### src/rtl/rv32m_pkg.sv
// ---------------------------------------------------------------------------
// RV32M multiply/divide package
// Operation codes, widths and the record that travels down the cell row.
// ---------------------------------------------------------------------------
package rv32m_pkg;

  localparam int unsigned XLEN = 32;

  typedef enum logic [2:0] {
    FN_MUL    = 3'd0,
    FN_MULH   = 3'd1,
    FN_MULHSU = 3'd2,
    FN_MULHU  = 3'd3,
    FN_DIV    = 3'd4,
    FN_DIVU   = 3'd5,
    FN_REM    = 3'd6,
    FN_REMU   = 3'd7
  } func_t;

  // One in-flight operation. For multiplies, acc is the running product high
  // part and shreg holds the multiplier low bits/product low bits.
  // For divides, acc is the partial remainder and shreg the dividend/quotient.
  typedef struct packed {
    logic            valid;
    func_t           func;
    logic            is_div;
    logic            neg_res;   // negate the final result
    logic            special;   // divide by zero or overflow, result preset
    logic [XLEN-1:0] spec_val;
    logic [XLEN:0]   mcand;     // multiplicand (sign extended when signed) or divisor magnitude
    logic [XLEN:0]   acc;
    logic [XLEN-1:0] shreg;
  } slot_t;

endpackage

### src/rtl/rv32m_cell.sv
// ---------------------------------------------------------------------------
// RV32M cell
// One radix-2 step: shift-add multiply or restoring divide, then register.
// ---------------------------------------------------------------------------
module rv32m_cell import rv32m_pkg::*; (
  input  logic  clk,
  input  logic  rst,
  input  logic  en,
  input  logic  last,
  input  slot_t din,
  output slot_t dout
);

  slot_t           nxt;
  logic [XLEN+1:0] sum;
  logic [XLEN:0]   rem_sh;
  logic [XLEN+1:0] diff;

  always_comb begin
    nxt = din;
    sum = '0;
    rem_sh = '0;
    diff = '0;
    if (!din.is_div) begin
      // Product bit: add multiplicand if the LSB is set. On the last step of a
      // signed multiplier the top bit has negative weight.
      if (din.shreg[0]) begin
        if (last && (din.func == FN_MULH)) begin
          sum = {din.acc[XLEN], din.acc} - {din.mcand[XLEN], din.mcand};
        end else begin
          sum = {din.acc[XLEN], din.acc} + {din.mcand[XLEN], din.mcand};
        end
      end else begin
        sum = {din.acc[XLEN], din.acc};
      end
      nxt.acc   = sum[XLEN+1:1];
      nxt.shreg = {sum[0], din.shreg[XLEN-1:1]};
    end else begin
      rem_sh = {din.acc[XLEN-1:0], din.shreg[XLEN-1]};
      diff   = {1'b0, rem_sh} - {1'b0, din.mcand};
      if (!diff[XLEN+1]) begin
        nxt.acc   = diff[XLEN:0];
        nxt.shreg = {din.shreg[XLEN-2:0], 1'b1};
      end else begin
        nxt.acc   = rem_sh;
        nxt.shreg = {din.shreg[XLEN-2:0], 1'b0};
      end
    end
  end

  always_ff @(posedge clk) begin
    if (rst) begin
      dout.valid <= 1'b0;
    end else if (en) begin
      dout.valid <= din.valid;
    end
    if (en) begin
      dout.func     <= nxt.func;
      dout.is_div   <= nxt.is_div;
      dout.neg_res  <= nxt.neg_res;
      dout.special  <= nxt.special;
      dout.spec_val <= nxt.spec_val;
      dout.mcand    <= nxt.mcand;
      dout.acc      <= nxt.acc;
      dout.shreg    <= nxt.shreg;
    end
  end

endmodule

### config.mk
export PLATFORM = sky130hd
export DESIGN_NAME = rv32m_cell
export DESIGN_NICKNAME = d
export VERILOG_FILES = /design/src/rtl/rv32m_pkg.sv /design/src/rtl/rv32m_cell.sv
export SDC_FILE = /design/constraint.sdc
export NUM_CORES = 1
export LEC_CHECK = 0
export BUFFER_PORTS_ARGS = -buffer_cell sky130_fd_sc_hd__buf_4
export CAP_MARGIN = 20
export CORE_AREA = 2 2 138 140
export CTS_CLUSTER_SIZE = 24
export DETAILED_ROUTE_END_ITERATION = 7
export DIE_AREA = 0 0 140 142
export GPL_TIMING_DRIVEN = 0
export HOLD_SLACK_MARGIN = 0.15
export PLACE_DENSITY = 0.9
export REMOVE_ABC_BUFFERS = 1
export SETUP_SLACK_MARGIN = 0.5
export SLEW_MARGIN = 20
export SYNTH_ARGS = -nofsm -noshare
export SYNTH_HDL_FRONTEND = slang
export SYNTH_SLANG_ARGS = --single-unit
### constraint.sdc
create_clock -name clk -period 5.3 [get_ports clk]
set_input_delay 1.06 -clock clk [delete_from_list [all_inputs] [get_ports clk]]
set_output_delay 1.06 -clock clk [all_outputs]
set_load 0.005 [all_outputs]
Word level (Yosys, flattened, before mapping)

Index checks and enable logic that the tools add are counted.

Bits of input ports: 141
Output and inout bits: 137
Register bits: 137
Word-level logic and storage cells: 18

Add/sub/neg operators: 3
Reductions and logical operators: 1
Eq/ne operators: 1
Mux-type cells: 4

Operator list:

| cell               | number |
|---|---|
| $mux 65            | 2 |
| $mux 34            | 2 |
| $sub 33x33->34     | 2 |
| $add 33x33->34     | 1 |
| $eq 3x1->1 const B | 1 |
| $logic_and 1x1->1  | 1 |

Logic depth before layout (Yosys ltp)

Depth after elaboration: 5
Gate-level depth with buffers: 18
Mapped depth without buffers: 17

Least setup slack after synthesis

No wires, ideal clock.

Kind: input-to-reg
Start: input din[134] (netlist bit)
End: register dout[62] (netlist bit) (data pin)
Required time: 5.170 ns
Path slack: 0.790 ns
Setup time: 0.130 ns
Path buffers: 1
Stages on the path: 14
Arrival time: 4.379 ns
Cells stage by stage: nor4bb_1 -> clkbuf_1 -> nor2_1 -> xnor2_1 -> ha_1 -> o211ai_2 -> a21oi_2 -> nor4b_2 -> o31a_1 -> o221a_4 -> o221a_4 -> or4_1 -> o2111ai_1 -> o22a_1

RTL lines:

| item               | line             | source |
|---|---|---|
| start: declaration | rv32m_cell.sv:10 | `input slot_t din,` |
| end: declaration   | rv32m_cell.sv:11 | `output slot_t dout` |

==> out/qor.csv <==
stage,metric,value,unit
critical_path,cp-end-kind,register,
route,dr.pass1.iters,8,
die,pin_count,278,
pwr,p_int,0.00257,W
timing,worstMarginPinSlew,1.10,ns
min_path,hp-class,register to register,
critical_path,cp_slowest_cell,or4_1,
clock_tree,cts_sinks,137,
route,detail_route.wl_per_cell,20.2,um
yosys,synth_cells,963,
critical_path,path_class,primary input to register,
cells_and_area,fin_cells,1476,
clock_tree,cts_buffers,17,
grt,antenna_found_initial,0,
outcome,violations,design-rule violations,
route,vias_per_cell,6.08,
yosys,synth_edf_count,136,
die,fp.dieH,142,um
placed_design,gp_congestion,0.946,
cells_and_area,n_antenna_cell,0,
cells_and_area,regMostFlops,dout,
clock_tree,insertion_delay,0.42,ns
cells_and_area,fin_nets,1439,
timing,fin_crit_sh,87.6,%
die,core,18500,um2
placed_design,dp.cells,1442,
critical_path,cp.required,5.47,ns
pwr,ir_drop,225,uV
pwr,p_leak,5.51,nW
cells_and_area,drive_gt1_share,29.4,%
critical_path,crit_path_frequent_cell,nand3_1,
yosys,yosys_warnings,0,
yosys,synth_cell_types,77,
critical_path,startpoint_type,primary input,
timing,fin_ws,0.660,ns
pwr,power.density,289,nW/um2
yosys,synthFlopType,edfxtp_1,
grt,gr-total-overflow,0,
critical_path,cp_data_arrival_time,4.81,ns
clock_tree,root_buffer,clkbuf_16,
cells_and_area,syn2layout_area_growth,30.5,%
timing,post-route-min-period,4.64,ns
yosys,yosysSeqAreaShare,42.0,%
timing,finalMaxSlewViolations,0,
timing,setup_viol,0,
yosys,ys_seq_elements,137,
route,first_iter_violations,945,
critical_path,max_stage_delay,0.58,ns
route,routed_wl,29800,um
route,antenna_left,0,
grt,grt_pass1_wl,45700,um
cells_and_area,reg.largest.list,dout (137),
route,vias,8967,
job,drv_cap,0,
timing,fin_skew,0,ns
timing,max_freq,216,MHz
placed_design,port-buffer-count,277,
die,initial_core_util,52.9,%
critical_path,crit_chain,buf_4 -> or4_1 -> nor4_2 -> nand2_1 -> nor2_4 -> a41oi_1 -> xnor2_1 -> ha_1 -> nand3_1 -> nor2b_2 -> nand3_1 -> nor3_2 -> o31ai_1 -> a21boi_1 -> o21a_1 -> nor3_1 -> o22a_1,
pwr,swShare,30.3,%
grt,grt_max_degree,95,
timing,relSlewSlack,27.0,%
critical_path,path_buf_inv,1,
timing,rsz0062_at_grt,no,
clock_tree,cts_tree,built,
outcome,status,"complete, but fails checks",
critical_path,cp_top_family,simple AND/OR/NAND/NOR gates,
clock_tree,holdBufCountCts,0,
timing,setup_tns,0,ns
pwr,power.share.combinational,28.9,%
pwr,pwr-share-clk,34.5,%
die,die_area,19900,um2
pwr,seq_power_share,36.6,%
placed_design,place_ws,-0.112,ns
yosys,synth-async-reset-ratio,0,%
cells_and_area,fillers,1355,
clock_tree,htreeDepth,4,
placed_design,hpwl,22100,um
route,drc_errors,25,
clock_tree,clock_path_buffers,2,
timing,hold_viol,0,
clock_tree,clk_pin_slew,0.06,ns
yosys,syn-cell-area,9760,um2
cells_and_area,largest_register_ff_count,137,
die,fp-row-count,50,
yosys,syn_area_per_cell,10.1,um2
critical_path,crit_path_max_fanout,6,
grt,grt_pass1_vias,8578,
grt,gr-usage-all-layers,29.1,%
die,die_width,140,um
pwr,p_switching,0.00112,W
## cell families after synthesis
family,Yosys count,synth area share (%)
flops,137,42.0
buf+inv,92,3.74
xor+xnor,77,6.91
mux,50,5.51
compound gates,300,20.5
simple gates,238,12.3
fa+ha+maj,69,9.00
## synthesized netlist by cell type, types with 3 or more instances
master | count | area, um2
clkbuf_1 | 26 | 97.6
nor2b_1 | 17 | 106
and3_1 | 13 | 81.3
or3_1 | 6 | 37.5
a21o_1 | 34 | 255
o21ai_0 | 36 | 180
nor4_1 | 6 | 37.5
mux2i_1 | 20 | 200
a41oi_1 | 5 | 43.8
nor2_1 | 48 | 180
a311oi_1 | 3 | 26.3
nand3_1 | 18 | 90.1
buf_1 | 4 | 15.0
o21a_1 | 11 | 82.6
ha_1 | 67 | 838
o211a_1 | 3 | 30.0
o31ai_1 | 6 | 45.0
nand2_1 | 69 | 259
o21bai_1 | 8 | 60.1
edfxtp_1 | 136 | 4080
o21ai_1 | 20 | 100
o22a_1 | 4 | 35.0
o31a_1 | 5 | 43.8
or4_1 | 4 | 30.0
nor3_1 | 15 | 75.1
inv_1 | 58 | 218
a21oi_1 | 86 | 430
mux2_2 | 30 | 338
nand2b_1 | 11 | 68.8
nand4_1 | 12 | 75.1
xnor2_1 | 63 | 552
and2_1 | 6 | 37.5
a211oi_1 | 19 | 143
a31oi_1 | 15 | 93.8
xor2_1 | 14 | 123
o211ai_1 | 14 | 105
## cells in the final DEF, fill, tap and decap left out, types with 34 or more instances in the layout
master    synthesis  layout
buf_4             1     278
edfxtp_1        136     136
a21oi_1          86      86
nand2_1          69      69
ha_1             67      67
xnor2_1          63      63
inv_1            58      58
nor2_1           48      48
o21ai_0          36      35
a21o_1           34      34
## metal layers
| metal | part of all wire (%) | GRT usage (%) |
|---|---|---|
| met1 | 39 | 36.6 |
| met2 | 50 | 49.9 |
| met3 | 7.7 | 4.61 |
| met4 | 3.5 | 12.7 |
| met5 | 0 | 0 |
## path summary, 6_finish.rpt
check | from | to | slack, ns | cells past startpoint
max | din[77] | dout[57] | 0.66 | 17
min | dout[136] | dout[136] | 0.56 | 2
max reg2reg | dout[136] | dout[136] | 4.68 | 2
min reg2reg | dout[136] | dout[136] | 0.56 | 2
## cell type report
| class | instances | area, um2 | area share, % |
|---|---|---|---|
| clock buffers | 18 | 429 | 3.37 |
| clock inverters | 14 | 186 | 1.46 |
| inverters | 58 | 218 | 1.71 |
| multi-input cells | 734 | 5370 | 42.1 |
| flip-flops and latches | 137 | 4100 | 32.2 |
| well taps | 234 | 293 | 2.30 |
| repair buffers | 281 | 2140 | 16.8 |
## stage by stage
step                      total power (W)  utilization (%)  hold WS [ns]  cell area (um2)
after floorplan                   0.00195                -         0.485             9620
after global placement            0.00238             65.0         0.478            12000
after detailed placement          0.00241             65.3         0.552            12000
after CTS                         0.00368             68.7         0.564            12700
after global routing              0.00384             69.0         0.604            12700
final                             0.00369             69.0         0.560            12700
## tightest hold or removal path, delay by kind of cell, from the launching register on
kind | cells | cell delay, ns
simple gates | 1 | 0.06
flops | 1 | 0.32
mux | 1 | 0.13
## timing repair
action                     CTS  global route
buffers inserted             0             2
gates cloned                 0             0
gates resized for setup      2             8
setup endpoints to repair    3             9
pin swaps                    0             1
## power groups by stage
| stage | combinational, W | clock (W) | sequential [W] |
|---|---|---|---|
| 5_1_grt | 0.00116 | 0.00132 | 0.00136 |
| 6_report | 0.00107 | 0.00127 | 0.00135 |
| 4_1_cts | 0.00105 | 0.00128 | 0.00135 |
| 2_1_floorplan | 0.000568 | 0 | 0.00138 |
| 3_3_place_gp | 0.00101 | 0 | 0.00137 |
| 3_5_place_dp | 0.00103 | 0 | 0.00137 |
Power figures use the tool's default switching activity.
